[src/sv/cmp_pkg.sv]
`timescale 1ns / 1ps

package cmp_pkg;

    localparam int QUEUE_DEPTH_DEF = 4;

    // result kinds
    localparam logic [2:0] KIND_HEADER    = 3'd0;
    localparam logic [2:0] KIND_TOKEN     = 3'd1;
    localparam logic [2:0] KIND_OPT_START = 3'd2;
    localparam logic [2:0] KIND_OPT_VALUE = 3'd3;
    localparam logic [2:0] KIND_PAYLOAD   = 3'd4;
    localparam logic [2:0] KIND_END       = 3'd5;

    // message status codes
    localparam logic [3:0] ST_OK          = 4'd0;
    localparam logic [3:0] ST_SHORT       = 4'd1;
    localparam logic [3:0] ST_EMPTY_EXTRA = 4'd2;
    localparam logic [3:0] ST_TRUNC_TOKEN = 4'd3;
    localparam logic [3:0] ST_DELTA_RES   = 4'd4;
    localparam logic [3:0] ST_NO_PAYLOAD  = 4'd5;
    localparam logic [3:0] ST_TRUNC_OPT   = 4'd6;
    localparam logic [3:0] ST_OPT_RANGE   = 4'd7;
    localparam logic [3:0] ST_LEN_RES     = 4'd8;

    // option nibble codes
    localparam logic [3:0] NIB_EXT1 = 4'd13;
    localparam logic [3:0] NIB_EXT2 = 4'd14;
    localparam logic [3:0] NIB_RES  = 4'd15;

    localparam logic [16:0] EXT1_BIAS  = 17'd13;
    localparam logic [16:0] EXT2_BIAS  = 17'd269;
    localparam logic [17:0] MAX_OPTION = 18'd65535;

    typedef struct packed {
        logic [2:0]  rkind;
        logic [1:0]  version;
        logic [1:0]  msg_type;
        logic [3:0]  token_len;
        logic [2:0]  code_class;
        logic [4:0]  code_detail;
        logic [15:0] message_id;
        logic [7:0]  data_byte;
        logic [15:0] option_number;
        logic [16:0] option_length;
        logic [31:0] option_int;
    } t_result;

    // what one input byte causes: an optional field result and an optional message end
    typedef struct packed {
        logic       has_res;
        t_result    res;
        logic       has_end;
        logic [3:0] status;
    } t_entry;

    typedef struct packed {
        logic full;
        logic empty;
    } t_q_stat;

endpackage

[src/sv/cmp_front.sv]
`timescale 1ns / 1ps

module cmp_front import cmp_pkg::*; (
    input  logic       i_clk,
    input  logic       i_rst_n,
    input  logic       i_accept,
    input  logic [7:0] i_byte,
    input  logic       i_last,
    output logic       o_push,
    output t_entry     o_entry
);

    typedef enum logic [3:0] {
        PH_HDR, PH_TOKEN, PH_OPTH, PH_DX1, PH_DX2, PH_LX1, PH_LX2,
        PH_VALUE, PH_MARKER, PH_PAYLOAD, PH_DRAIN
    } t_phase;

    t_phase      r_phase, n_phase;
    logic [1:0]  r_byte_count, n_byte_count;
    logic [23:0] r_hold, n_hold;
    logic [3:0]  r_token_left, n_token_left;
    logic [15:0] r_cur_opt, n_cur_opt;
    logic [16:0] r_delta, n_delta;
    logic [16:0] r_length, n_length;
    logic [7:0]  r_nibbles, n_nibbles;
    logic [16:0] r_value_left, n_value_left;
    logic [31:0] r_int, n_int;
    logic [3:0]  r_error, n_error;

    t_entry      ent;
    logic        do_after;
    logic        do_fin;
    logic [3:0]  fail_code;
    logic [17:0] opt_sum;
    logic [3:0]  dnib;
    logic [3:0]  lnib;

    always_comb begin
        n_phase      = r_phase;
        n_byte_count = r_byte_count;
        n_hold       = r_hold;
        n_token_left = r_token_left;
        n_cur_opt    = r_cur_opt;
        n_delta      = r_delta;
        n_length     = r_length;
        n_nibbles    = r_nibbles;
        n_value_left = r_value_left;
        n_int        = r_int;
        n_error      = r_error;
        ent          = '0;
        do_after     = 1'b0;
        do_fin       = 1'b0;
        fail_code    = ST_OK;
        opt_sum      = '0;
        dnib         = i_byte[7:4];
        lnib         = i_byte[3:0];

        case (r_phase)
            PH_HDR: begin
                if (r_byte_count < 2'd3) begin
                    n_hold       = {r_hold[15:0], i_byte};
                    n_byte_count = r_byte_count + 2'd1;
                end else begin
                    ent.has_res          = 1'b1;
                    ent.res.rkind        = KIND_HEADER;
                    ent.res.version      = r_hold[23:22];
                    ent.res.msg_type     = r_hold[21:20];
                    ent.res.token_len    = r_hold[19:16];
                    ent.res.code_class   = r_hold[15:13];
                    ent.res.code_detail  = r_hold[12:8];
                    ent.res.message_id   = {r_hold[7:0], i_byte};
                    n_token_left         = r_hold[19:16];
                    if (r_hold[15:8] == 8'd0 && !i_last) begin
                        fail_code = ST_EMPTY_EXTRA;
                    end else begin
                        n_phase = (r_hold[19:16] != 4'd0) ? PH_TOKEN : PH_OPTH;
                    end
                end
            end
            PH_TOKEN: begin
                ent.has_res       = 1'b1;
                ent.res.rkind     = KIND_TOKEN;
                ent.res.data_byte = i_byte;
                n_token_left      = r_token_left - 4'd1;
                if (n_token_left == 4'd0) begin
                    n_phase = PH_OPTH;
                end
            end
            PH_OPTH: begin
                if (dnib == NIB_RES) begin
                    if (lnib == NIB_RES) begin
                        n_phase = PH_MARKER;
                    end else begin
                        fail_code = ST_DELTA_RES;
                    end
                end else if (lnib == NIB_RES) begin
                    fail_code = ST_LEN_RES;
                end else begin
                    n_nibbles = i_byte;
                    n_delta   = (dnib < NIB_EXT1) ? {13'd0, dnib} : 17'd0;
                    n_length  = (lnib < NIB_EXT1) ? {13'd0, lnib} : 17'd0;
                    if (dnib >= NIB_EXT1) begin
                        n_phase = PH_DX1;
                    end else begin
                        do_after = 1'b1;
                    end
                end
            end
            PH_DX1: begin
                if (r_nibbles[7:4] == NIB_EXT1) begin
                    n_delta  = {9'd0, i_byte} + EXT1_BIAS;
                    do_after = 1'b1;
                end else begin
                    n_delta = {1'b0, i_byte, 8'd0};
                    n_phase = PH_DX2;
                end
            end
            PH_DX2: begin
                n_delta  = r_delta + {9'd0, i_byte} + EXT2_BIAS;
                do_after = 1'b1;
            end
            PH_LX1: begin
                if (r_nibbles[3:0] == NIB_EXT1) begin
                    n_length = {9'd0, i_byte} + EXT1_BIAS;
                    do_fin   = 1'b1;
                end else begin
                    n_length = {1'b0, i_byte, 8'd0};
                    n_phase  = PH_LX2;
                end
            end
            PH_LX2: begin
                n_length = r_length + {9'd0, i_byte} + EXT2_BIAS;
                do_fin   = 1'b1;
            end
            PH_VALUE: begin
                n_int                 = {r_int[23:0], i_byte};
                n_value_left          = r_value_left - 17'd1;
                ent.has_res           = 1'b1;
                ent.res.rkind         = KIND_OPT_VALUE;
                ent.res.data_byte     = i_byte;
                ent.res.option_number = r_cur_opt;
                ent.res.option_int    = n_int;
                if (n_value_left == 17'd0) begin
                    n_phase = PH_OPTH;
                end
            end
            PH_MARKER, PH_PAYLOAD: begin
                ent.has_res       = 1'b1;
                ent.res.rkind     = KIND_PAYLOAD;
                ent.res.data_byte = i_byte;
                n_phase           = PH_PAYLOAD;
            end
            default: begin
            end
        endcase

        // length nibble decides whether extended length bytes follow
        if (do_after) begin
            if (n_nibbles[3:0] == NIB_EXT1 || n_nibbles[3:0] == NIB_EXT2) begin
                n_phase = PH_LX1;
            end else begin
                do_fin = 1'b1;
            end
        end

        if (do_fin) begin
            opt_sum = {2'b00, r_cur_opt} + {1'b0, n_delta};
            if (opt_sum > MAX_OPTION) begin
                fail_code = ST_OPT_RANGE;
            end else begin
                n_cur_opt             = opt_sum[15:0];
                n_value_left          = n_length;
                n_int                 = '0;
                ent.has_res           = 1'b1;
                ent.res.rkind         = KIND_OPT_START;
                ent.res.option_number = opt_sum[15:0];
                ent.res.option_length = n_length;
                n_phase               = (n_length != 17'd0) ? PH_VALUE : PH_OPTH;
            end
        end

        if (fail_code != ST_OK) begin
            if (r_error == ST_OK) begin
                n_error = fail_code;
            end
            n_phase = PH_DRAIN;
        end

        if (i_last) begin
            ent.has_end = 1'b1;
            if (n_error != ST_OK) begin
                ent.status = n_error;
            end else begin
                case (n_phase)
                    PH_HDR:   ent.status = ST_SHORT;
                    PH_TOKEN: ent.status = ST_TRUNC_TOKEN;
                    PH_DX1, PH_DX2, PH_LX1, PH_LX2, PH_VALUE:
                              ent.status = ST_TRUNC_OPT;
                    PH_MARKER: ent.status = ST_NO_PAYLOAD;
                    default:  ent.status = ST_OK;
                endcase
            end
            n_phase      = PH_HDR;
            n_byte_count = '0;
            n_hold       = '0;
            n_token_left = '0;
            n_cur_opt    = '0;
            n_delta      = '0;
            n_length     = '0;
            n_nibbles    = '0;
            n_value_left = '0;
            n_int        = '0;
            n_error      = ST_OK;
        end

        o_entry = ent;
        o_push  = i_accept && (ent.has_res || ent.has_end);
    end

    always_ff @(posedge i_clk) begin
        if (!i_rst_n) begin
            r_phase      <= PH_HDR;
            r_byte_count <= '0;
            r_hold       <= '0;
            r_token_left <= '0;
            r_cur_opt    <= '0;
            r_delta      <= '0;
            r_length     <= '0;
            r_nibbles    <= '0;
            r_value_left <= '0;
            r_int        <= '0;
            r_error      <= ST_OK;
        end else if (i_accept) begin
            r_phase      <= n_phase;
            r_byte_count <= n_byte_count;
            r_hold       <= n_hold;
            r_token_left <= n_token_left;
            r_cur_opt    <= n_cur_opt;
            r_delta      <= n_delta;
            r_length     <= n_length;
            r_nibbles    <= n_nibbles;
            r_value_left <= n_value_left;
            r_int        <= n_int;
            r_error      <= n_error;
        end
    end

endmodule

[src/sv/cmp_queue.sv]
`timescale 1ns / 1ps

module cmp_queue import cmp_pkg::*; #(
    parameter int DEPTH = QUEUE_DEPTH_DEF
) (
    input  logic    i_clk,
    input  logic    i_rst_n,
    input  logic    i_push,
    input  t_entry  i_entry,
    input  logic    i_pop,
    output t_entry  o_entry,
    output t_q_stat o_stat
);

    localparam int PTR_W = $clog2(DEPTH);
    localparam int CNT_W = $clog2(DEPTH + 1);

    t_entry             r_slots [DEPTH];
    logic [PTR_W-1:0]   r_wr_ptr;
    logic [PTR_W-1:0]   r_rd_ptr;
    logic [CNT_W-1:0]   r_count;

    function automatic logic [PTR_W-1:0] ptr_inc(input logic [PTR_W-1:0] p);
        return (p == PTR_W'(DEPTH - 1)) ? '0 : p + PTR_W'(1);
    endfunction

    always_ff @(posedge i_clk) begin
        if (i_push) begin
            r_slots[r_wr_ptr] <= i_entry;
        end
    end

    always_ff @(posedge i_clk) begin
        if (!i_rst_n) begin
            r_wr_ptr <= '0;
            r_rd_ptr <= '0;
            r_count  <= '0;
        end else begin
            if (i_push) begin
                r_wr_ptr <= ptr_inc(r_wr_ptr);
            end
            if (i_pop) begin
                r_rd_ptr <= ptr_inc(r_rd_ptr);
            end
            if (i_push && !i_pop) begin
                r_count <= r_count + CNT_W'(1);
            end else if (i_pop && !i_push) begin
                r_count <= r_count - CNT_W'(1);
            end
        end
    end

    assign o_entry      = r_slots[r_rd_ptr];
    assign o_stat.full  = (r_count == CNT_W'(DEPTH));
    assign o_stat.empty = (r_count == '0);

endmodule

[src/sv/cmp_back.sv]
`timescale 1ns / 1ps

module cmp_back import cmp_pkg::*; (
    input  logic    i_clk,
    input  logic    i_rst_n,
    input  logic    i_q_valid,
    input  t_entry  i_entry,
    output logic    o_pop,
    input  logic    i_out_ready,
    output logic    o_valid,
    output t_result o_res,
    output logic    o_last
);

    logic    r_have;
    logic    r_first_done;
    t_entry  r_ent;
    logic    r_oval;
    t_result r_ores;
    logic    r_olast;

    logic    can_load;
    logic    done_entry;
    t_result piece;
    t_result end_res;

    always_comb begin
        end_res           = '0;
        end_res.rkind     = KIND_END;
        end_res.data_byte = {4'd0, r_ent.status};
        can_load          = !r_oval || i_out_ready;
        if (r_ent.has_res && !r_first_done) begin
            piece      = r_ent.res;
            done_entry = !r_ent.has_end;
        end else begin
            piece      = end_res;
            done_entry = 1'b1;
        end
        o_pop = i_q_valid && (!r_have || (can_load && done_entry));
    end

    always_ff @(posedge i_clk) begin
        if (!i_rst_n) begin
            r_have       <= 1'b0;
            r_first_done <= 1'b0;
            r_oval       <= 1'b0;
        end else begin
            if (r_have && can_load) begin
                r_oval  <= 1'b1;
                r_ores  <= piece;
                r_olast <= done_entry;
            end else if (i_out_ready) begin
                r_oval <= 1'b0;
            end
            if (o_pop) begin
                r_ent        <= i_entry;
                r_have       <= 1'b1;
                r_first_done <= 1'b0;
            end else if (r_have && can_load) begin
                if (done_entry) begin
                    r_have <= 1'b0;
                end else begin
                    r_first_done <= 1'b1;
                end
            end
        end
    end

    assign o_valid = r_oval;
    assign o_res   = r_ores;
    assign o_last  = r_olast;

endmodule

[src/sv/coap_message_parser.sv]
`timescale 1ns / 1ps

// CoAP message parser: takes one message byte per cycle (i_in_last on the final byte) and
// delivers header, token, option start, option value, payload and message end results.
// A byte enters every cycle while the queue between the parse front end and the result
// back end has room; the back end sends one result per cycle while the output is ready, so a
// final byte that also yields a field result leaves as two results, the field result and then
// the message end. A byte's first result passes through the queue slot written when the byte
// is accepted, the back end's entry register and the output register. The parser returns to
// its reset state after each message end.

module coap_message_parser import cmp_pkg::*; #(
    parameter int QUEUE_DEPTH = QUEUE_DEPTH_DEF
) (
    input  logic        i_clk,
    input  logic        i_rst_n,
    input  logic        i_in_valid,
    output logic        o_in_ready,
    input  logic [7:0]  i_in_byte,
    input  logic        i_in_last,
    output logic        o_out_valid,
    input  logic        i_out_ready,
    output logic [2:0]  o_rkind,
    output logic [1:0]  o_version,
    output logic [1:0]  o_msg_type,
    output logic [3:0]  o_token_len,
    output logic [2:0]  o_code_class,
    output logic [4:0]  o_code_detail,
    output logic [15:0] o_message_id,
    output logic [7:0]  o_data_byte,
    output logic [15:0] o_option_number,
    output logic [16:0] o_option_length,
    output logic [31:0] o_option_int,
    output logic        o_last_of_run
);

    logic    w_accept;
    logic    w_push;
    t_entry  w_push_entry;
    t_entry  w_head;
    t_q_stat w_q_stat;
    logic    w_pop;
    t_result w_res;

    // front end takes a byte whenever the queue can absorb what it causes
    assign o_in_ready = !w_q_stat.full;
    assign w_accept   = i_in_valid && o_in_ready;

    // parse state machine: header, token, options, payload, drain after an error
    cmp_front u_front (
        .i_clk    (i_clk),
        .i_rst_n  (i_rst_n),
        .i_accept (w_accept),
        .i_byte   (i_in_byte),
        .i_last   (i_in_last),
        .o_push   (w_push),
        .o_entry  (w_push_entry)
    );

    // per-byte result records between the two sides
    cmp_queue #(
        .DEPTH (QUEUE_DEPTH)
    ) u_queue (
        .i_clk   (i_clk),
        .i_rst_n (i_rst_n),
        .i_push  (w_push),
        .i_entry (w_push_entry),
        .i_pop   (w_pop),
        .o_entry (w_head),
        .o_stat  (w_q_stat)
    );

    // splits each record into its results and drives the output register
    cmp_back u_back (
        .i_clk       (i_clk),
        .i_rst_n     (i_rst_n),
        .i_q_valid   (!w_q_stat.empty),
        .i_entry     (w_head),
        .o_pop       (w_pop),
        .i_out_ready (i_out_ready),
        .o_valid     (o_out_valid),
        .o_res       (w_res),
        .o_last      (o_last_of_run)
    );

    assign o_rkind         = w_res.rkind;
    assign o_version       = w_res.version;
    assign o_msg_type      = w_res.msg_type;
    assign o_token_len     = w_res.token_len;
    assign o_code_class    = w_res.code_class;
    assign o_code_detail   = w_res.code_detail;
    assign o_message_id    = w_res.message_id;
    assign o_data_byte     = w_res.data_byte;
    assign o_option_number = w_res.option_number;
    assign o_option_length = w_res.option_length;
    assign o_option_int    = w_res.option_int;

`ifndef ASSERT_OFF
    // a message end is always the closing result of its byte
    a_end_closes_run: assert property (@(posedge i_clk) disable iff (!i_rst_n)
        o_out_valid && o_rkind == KIND_END |-> o_last_of_run)
        else $error("message end result without last_of_run");

    // only defined result kinds leave the block
    a_kind_range: assert property (@(posedge i_clk) disable iff (!i_rst_n)
        o_out_valid |-> o_rkind <= KIND_END)
        else $error("undefined result kind on output");

    // reset leaves the queue empty and the output idle
    a_reset_idle: assert property (@(posedge i_clk)
        !i_rst_n |=> !o_out_valid && o_in_ready)
        else $error("block not idle after reset");
`endif

endmodule

[config.mk]
export PLATFORM = sky130hd
export DESIGN_NAME = coap_message_parser
export DESIGN_NICKNAME = d
export VERILOG_FILES = /design/src/sv/cmp_pkg.sv /design/src/sv/cmp_front.sv /design/src/sv/cmp_queue.sv /design/src/sv/cmp_back.sv /design/src/sv/coap_message_parser.sv
export SDC_FILE = /design/constraint.sdc
export NUM_CORES = 1
export LEC_CHECK = 0
export ABC_CLOCK_PERIOD_IN_PS = 9200
export BUFFER_PORTS_ARGS = -buffer_cell sky130_fd_sc_hd__buf_2
export CELL_PAD_IN_SITES_DETAIL_PLACEMENT = 0
export CELL_PAD_IN_SITES_GLOBAL_PLACEMENT = 1
export CORE_MARGIN = 5
export CORE_UTILIZATION = 45
export DETAILED_ROUTE_END_ITERATION = 8
export MAX_ROUTING_LAYER = met4
export PLACE_DENSITY_LB_ADDON = 0.08
export SKIP_CTS_REPAIR_TIMING = 1
export SYNTH_ARGS = -nofsm -noshare
export SYNTH_HDL_FRONTEND = slang
export SYNTH_SLANG_ARGS = --single-unit
[constraint.sdc]
create_clock -name i_clk -period 9.2 [get_ports i_clk]
set_input_delay 0.46 -clock i_clk [delete_from_list [all_inputs] [get_ports i_clk]]
set_output_delay 0.46 -clock i_clk [all_outputs]
set_load 0.02 [all_outputs]
Word-level counts from Yosys, hierarchy flattened
Memory sizes are Yosys's and may differ from the RTL's. A register that Yosys moved wholly into a read port is not among the register bits.
Index checks and enable logic that the tools add are counted.
{ "word_totals": {"ff_bits": 264, "ramBits": 456, "romBits": 48, "inputBits": 13, "out_inout_bits": 111, "n_memories": 2} }
{ "memory_table": {"columns": ["memory", "depth", "width", "rd", "rd_ports_with_merged_regs", "write_ports", "line", "rtl"], "rows": [
  ["u_queue.r_slots", 4, 114, 1, 1, 1, "cmp_queue.sv:18", "t_entry r_slots [DEPTH];"],
  ["(name not given)", 16, 3, 1, 0, 0, "cmp_front.sv:194", "case (n_phase)"]
]} }
{ "op_classes": {"n_addsub": 13, "order_cmp": 5, "eq_ne": 22, "muxes": 100, "n_bitwise": 2, "n_reduce_logical": 52} }
{ "ops": {"columns": ["operator", "n"], "rows": [
  ["17-bit 2-to-1 mux", 12],
  ["32-bit 2-to-1 mux", 6],
  ["4-bit 2-to-1 mux", 30],
  ["17-bit case mux with 3 select lines", 2],
  ["24-bit 2-to-1 mux", 3],
  ["69-bit 2-to-1 mux", 1],
  ["33-bit 2-to-1 mux", 2],
  ["16-bit 2-to-1 mux", 4],
  ["8-bit 2-to-1 mux", 5],
  ["36-bit 2-to-1 mux", 1],
  ["17-bit by 8-bit adder with 17-bit output", 2],
  ["17-bit by 9-bit adder with 17-bit output (second input constant)", 2],
  ["4-bit equality test (second input constant)", 8],
  ["4-bit case mux with 7 select lines", 1],
  ["16-bit by 17-bit adder with 18-bit output", 1],
  ["18-bit by 16-bit greater-than comparator with 1-bit output (second input constant)", 1],
  ["17-bit logical NOT", 1],
  ["17-bit nonzero test", 1],
  ["17-bit by 1-bit subtractor with 17-bit output (second input constant)", 1],
  ["4-bit by 3-bit equality test with 1-bit output (second input constant)", 4],
  ["2-bit 2-to-1 mux", 8],
  ["4-bit case mux with 2 select lines", 2],
  ["4-bit case mux with 4 select lines", 1],
  ["2-bit nonzero test", 8],
  ["33 further kinds", 87]
]} }

Longest topological paths before layout
{ "depth": {"ltp_word": 20, "ltp_mapped": 32, "mapped_depth_nobuf": 30} }

By module
From an unflattened synthesis, not the netlist that was laid out.
{ "unflattened": {"cells_unflattened": 2326, "area_unflattened_um2": 34738.3} }
{ "by_module_without_submodules": {"columns": ["module", "instances", "cells_per_inst", "area_per_inst_um2"], "rows": [
  ["cmp_queue", 1, 640, 16918.7],
  ["cmp_front", 1, 1321, 10164.7],
  ["cmp_back", 1, 362, 7641.1],
  ["coap_message_parser", 1, 3, 13.8]
]} }

Least setup slack after synthesis
Ideal clock, no wire load.
{ "synth_path": {"path_kind": "input-to-reg", "start": "in i_in_byte[0]", "end": "mem u_queue.r_slots[0][0] (netlist name) (enable)", "arrival_time_ps": 7695, "t_required_ps": 8714, "path_slack_ps": 1019, "stages": 26, "n_path_buf": 2, "cell_sequence": "clkbuf_1 inv_1 ha_1 inv_1 ha_1 inv_1 fa_1 nor2b_1 o21ai_0 a21boi_0 o21ai_0 a21oi_1 nor2_1 a222oi_1 inv_1 ha_1 a211oi_1 nor2_1 o41a_1 a31o_2 a31oi_2 mux2i_4 or2_1 buf_2 a21oi_4 and2_1"} }
{ "synth_between": {"elab_chain_len": 13} }
{ "synth_rtl": {"columns": ["item", "line", "rtl"], "rows": [
  ["from (decl)", "coap_message_parser.sv:19", "input logic [7:0] i_in_byte,"],
  ["parallel branches: the longest is 8 deep, another holds 16-bit by 17-bit adder with 18-bit output", null, null],
  ["4-bit 2-to-1 mux (*)", "cmp_front.sv:166", "if (do_fin) begin"],
  ["1-bit logical OR (*)", "cmp_front.sv:217", "o_push = i_accept && (ent.has_res || ent.has_end);"],
  ["1-bit logical AND (*)", "cmp_front.sv:217", null],
  ["named net u_front.o_push", "cmp_front.sv:9", "output logic o_push,"],
  ["1-bit 2-to-1 mux (*)", "cmp_queue.sv:28", "if (i_push) begin"],
  ["1-bit 2-to-1 mux (implied by the code) (*)", "cmp_queue.sv:29", "r_slots[r_wr_ptr] <= i_entry;"],
  ["to (decl)", "cmp_queue.sv:18", null]
]} }
Mark *: on every way through the listed nets, which the timed path passes. The select of a mux whose other input is x is not followed.

Final worst setup path
{ "layout_path": {"start": "reg u_front.r_delta[0]", "end": "mem u_queue.r_slots[3][7] (netlist name) (enable)"} }
{ "layout_between": {"elab_chain_len": 11} }
{ "layout_rtl": {"columns": ["item", "line", "rtl"], "rows": [
  ["from (decl)", "cmp_front.sv:23", "logic [16:0] r_delta, n_delta;"],
  ["from (signal assigned)", "cmp_front.sv:239", "r_delta <= n_delta;"],
  ["17-bit by 8-bit adder with 17-bit output / 17-bit 2-to-1 mux (equally long branches)", "cmp_front.sv:119, cmp_front.sv:96", null],
  ["17-bit by 9-bit adder with 17-bit output / 17-bit 2-to-1 mux (equally long branches)", "cmp_front.sv:119, cmp_front.sv:90", null],
  ["17-bit case mux with 3 select lines (*)", "cmp_front.sv:58", "case (r_phase)"],
  ["16-bit by 17-bit adder with 18-bit output (*)", "cmp_front.sv:167", "opt_sum = {2'b00, r_cur_opt} + {1'b0, n_delta};"],
  ["18-bit by 16-bit greater-than comparator with 1-bit output (*)", "cmp_front.sv:168", "if (opt_sum > MAX_OPTION) begin"],
  ["4-bit 2-to-1 mux (*)", "cmp_front.sv:168", null],
  ["4-bit 2-to-1 mux (*)", "cmp_front.sv:166", null],
  ["1-bit logical OR (*)", "cmp_front.sv:217", null],
  ["1-bit logical AND (*)", "cmp_front.sv:217", null],
  ["named net u_front.o_push", "cmp_front.sv:9", null],
  ["1-bit 2-to-1 mux (*)", "cmp_queue.sv:28", null],
  ["1-bit 2-to-1 mux (implied by the code) (*)", "cmp_queue.sv:29", null]
]} }
Mark *: on every way through the listed nets, which the timed path passes. The rest lies on a longest branch.

==> metrics.yaml <==
ys_types: 93
synth.avg_cell_area_um2: 15.1
core_area_um2: 74700
crit_slowest_cell: "and2_4"
setup.worst_path.start: "u_front.r_delta[0]"
synth_nets: 2339
path_clk_slew_ns: 0.06
fp.dieH_um: 285
synth.most_common_cell: "edfxtp_1"
final_area_um2: 38700
fillers: 6161
viasPerCell: 5.72
grt_pass1_vias: 19800
vias: 19700
hold_slack_ns: 0.267
drt_first_iter_violations: 1563
crit_type: "reg2reg"
ys_ff_latch: 826
grtUsageMet1_pct: 30.3
grt-busiest-layer: "met2"
worst_pin_slew_ns: 1.18
maxCapViolations: 0
fin_tns_setup_ns: 0
die_area_um2: 81200
rsz0062_at_grt: "false"
cts.sinks: 826
worst_slack_ns: 2.47
worst_path_largest_cell_delay_ns: 0.74
synth_top_area_share_pct: 59.9
met2_usage_pct: 30.5
hold_depth: 3
start_util_pct: 45.5
rr_startpoint: "u_front.r_delta[0]"
setup_viol: 0
met3_usage_pct: 3.59
r2r.worst_path.cells: 25
maxSlewHeadroom_pct: 21.4
drc_errors: 0
ant_nets: 0
critical_path.startpoint_type: "flop"
dp_hpwl_mm: 53.4
seq_area_um2: 23300
cts_tree: "built"
worstSetupEndpointType: "flop"
powerDensity_nw_per_um2: 253
hold_viol_final: 0
dieWidth_um: 285
hold_class: "in2reg"
final_layout_size_suffix_gt1_share_pct: 18.8
ioPinCount: 124
synth_area_um2: 34000
arrival_ns: 7.02
synth_area_leader_cell: "edfxtp_1"
antenna_found_initial: 3
crit_path_frequent_cell: "o21ai_0"
synthCells: 2258
netlist_top_cells_area: "edfxtp_1 60%, dfxtp_1 8.7%, mux4_2 7.5%"
multiInputGateArea_um2: 10000
async_flop_share_pct: 0
cp.required_ns: 9.49
ys.flop_type: "edfxtp_1"
period_needed_ns: 6.73
cts-root-buf: "clkbuf_16"
dp_slack_ns: 1.95
cp_max_fo: 53
dr.pass1.iters: 6
nets: 2475
fin_skew_ns: 0.0281
numPortBuffers: 123
status: "complete, no violations"
vdd_ir_drop_max_mv: 0.160
fin_crit_sh_pct: 73.2
grt_max_degree: 109
seq_area_frac_synth_pct: 68.6
synth_common_cells: "679 x edfxtp_1, 195 x nor2_1, 166 x and2_1"
cts_buffer_depth: 3
cts_buffers: 89
rows: 100
yosys_warnings: 0
fmax_mhz: 149
grtUsageTotal_pct: 20.6
area_growth_pct: 13.8
wl_per_cell_um: 23.9
wl_mm: 82.1
postPlaceCellArea_um2: 35700
finalMaxSlewViolations: 0
min_from: "i_out_ready"
leakage_nw: 13.4
total_power_mw: 9.81
overflow: 0
synth_edf_count: 679
clk_latency_ns: 0.64
htree_levels: 3
gp_congestion: 0.888
grt_pass1_wl_mm: 125
placed cells by master, fill, tap and decap left out, types with 19 or more instances in the layout:
cell and n:
edfxtp_1 679, nor2_1 192, and2_1 162, dfxtp_1 145, buf_2 123, mux4_2 114
clkbuf_16 90, a21oi_1 82, nand2_1 82, ha_1 64, o21ai_0 62, inv_1 60
a22oi_1 56, a22o_1 46, nor3_1 38, buf_4 35, nand3_1 23, xnor2_1 19
o22ai_1 19
kinds of logic (layout without fill, tap and decap cells):
group / Yosys count / count (layout) / share of synthesized area (%)
buf+inv: 176 / 386 / 2.09
flops: 826 / 826 / 68.6
xor+xnor: 30 / 30 / 0.772
fa+ha+maj: 68 / 68 / 2.59
compound gates: 420 / 420 / 8.75
mux: 123 / 123 / 7.86
simple gates: 615 / 615 / 9.36
other cells: 0 / 1 / 0
worst max-delay path: cells and delay by family (launching register included):
family                   cells  cell delay, ns
multiplexers                 1            0.14
flip-flops                   1            0.33
AND/OR/NAND/NOR              5            1.41
adder cells (fa/ha/maj)      4            1.20
buffers and inverters        4            0.67
AO/OA/AOI/OAI               11            2.47
through the flow:
step | util [%] | instances
after detailed placement | 47.8 | 3272
after global placement | 47.8 | 3272
final | 51.8 | 3438
after floorplan | - | 2258
after CTS | 51.8 | 3437
after global routing | 51.8 | 3437
worst paths after layout:
kind / slack, ns / to
worst max-delay path: 2.47 / u_queue.r_slots[3][7]
worst min-delay path: 0.27 / u_back.o_valid
worst max register to register: 2.47 / u_queue.r_slots[3][7]
worst min register to register: 0.47 / u_front.r_int[22]
final cells by class:
| type | count | share of cell area [%] |
|---|---|---|
| clock inverters | 54 | 1.56 |
| repair buffers | 160 | 2.37 |
| well taps | 969 | 3.13 |
| flip-flops and latches | 826 | 60.3 |
| diodes | 1 | 0.00646 |
| clock buffers | 111 | 6.15 |
| multi-input cells | 1256 | 25.9 |
| inverters | 61 | 0.591 |
layer usage:
layer,wire (um),vias to the layer above
met3,4790,105
met2,37300,553
li1,-,9006
met4,1440,0
met5,0,-
met1,38600,9994
flip-flops by register name, summed over array words and instances (netlist names), 2 cells and up:
signal,flops
u_front.r_phase,4
u_queue.r_count,3
u_front.r_hold,24
u_front.r_int,24
u_front.r_delta,17
u_front.r_token_left,4
u_front.r_nibbles,8
u_back.r_ent,110
u_front.r_value_left,17
u_front.r_length,17
u_queue.r_wr_ptr,2
u_back.end_res,4
u_queue.r_slots,456
u_front.r_byte_count,2
u_front.r_error,4
u_back.o_res,108
u_queue.r_rd_ptr,2
u_front.r_cur_opt,16
where the power goes:
part	switching (mW)	internal (mW)
logic	0.890	0.625
registers	0.161	4.55
clock network	1.46	2.13
No activity file was read; power rests on OpenSTA's default activity.
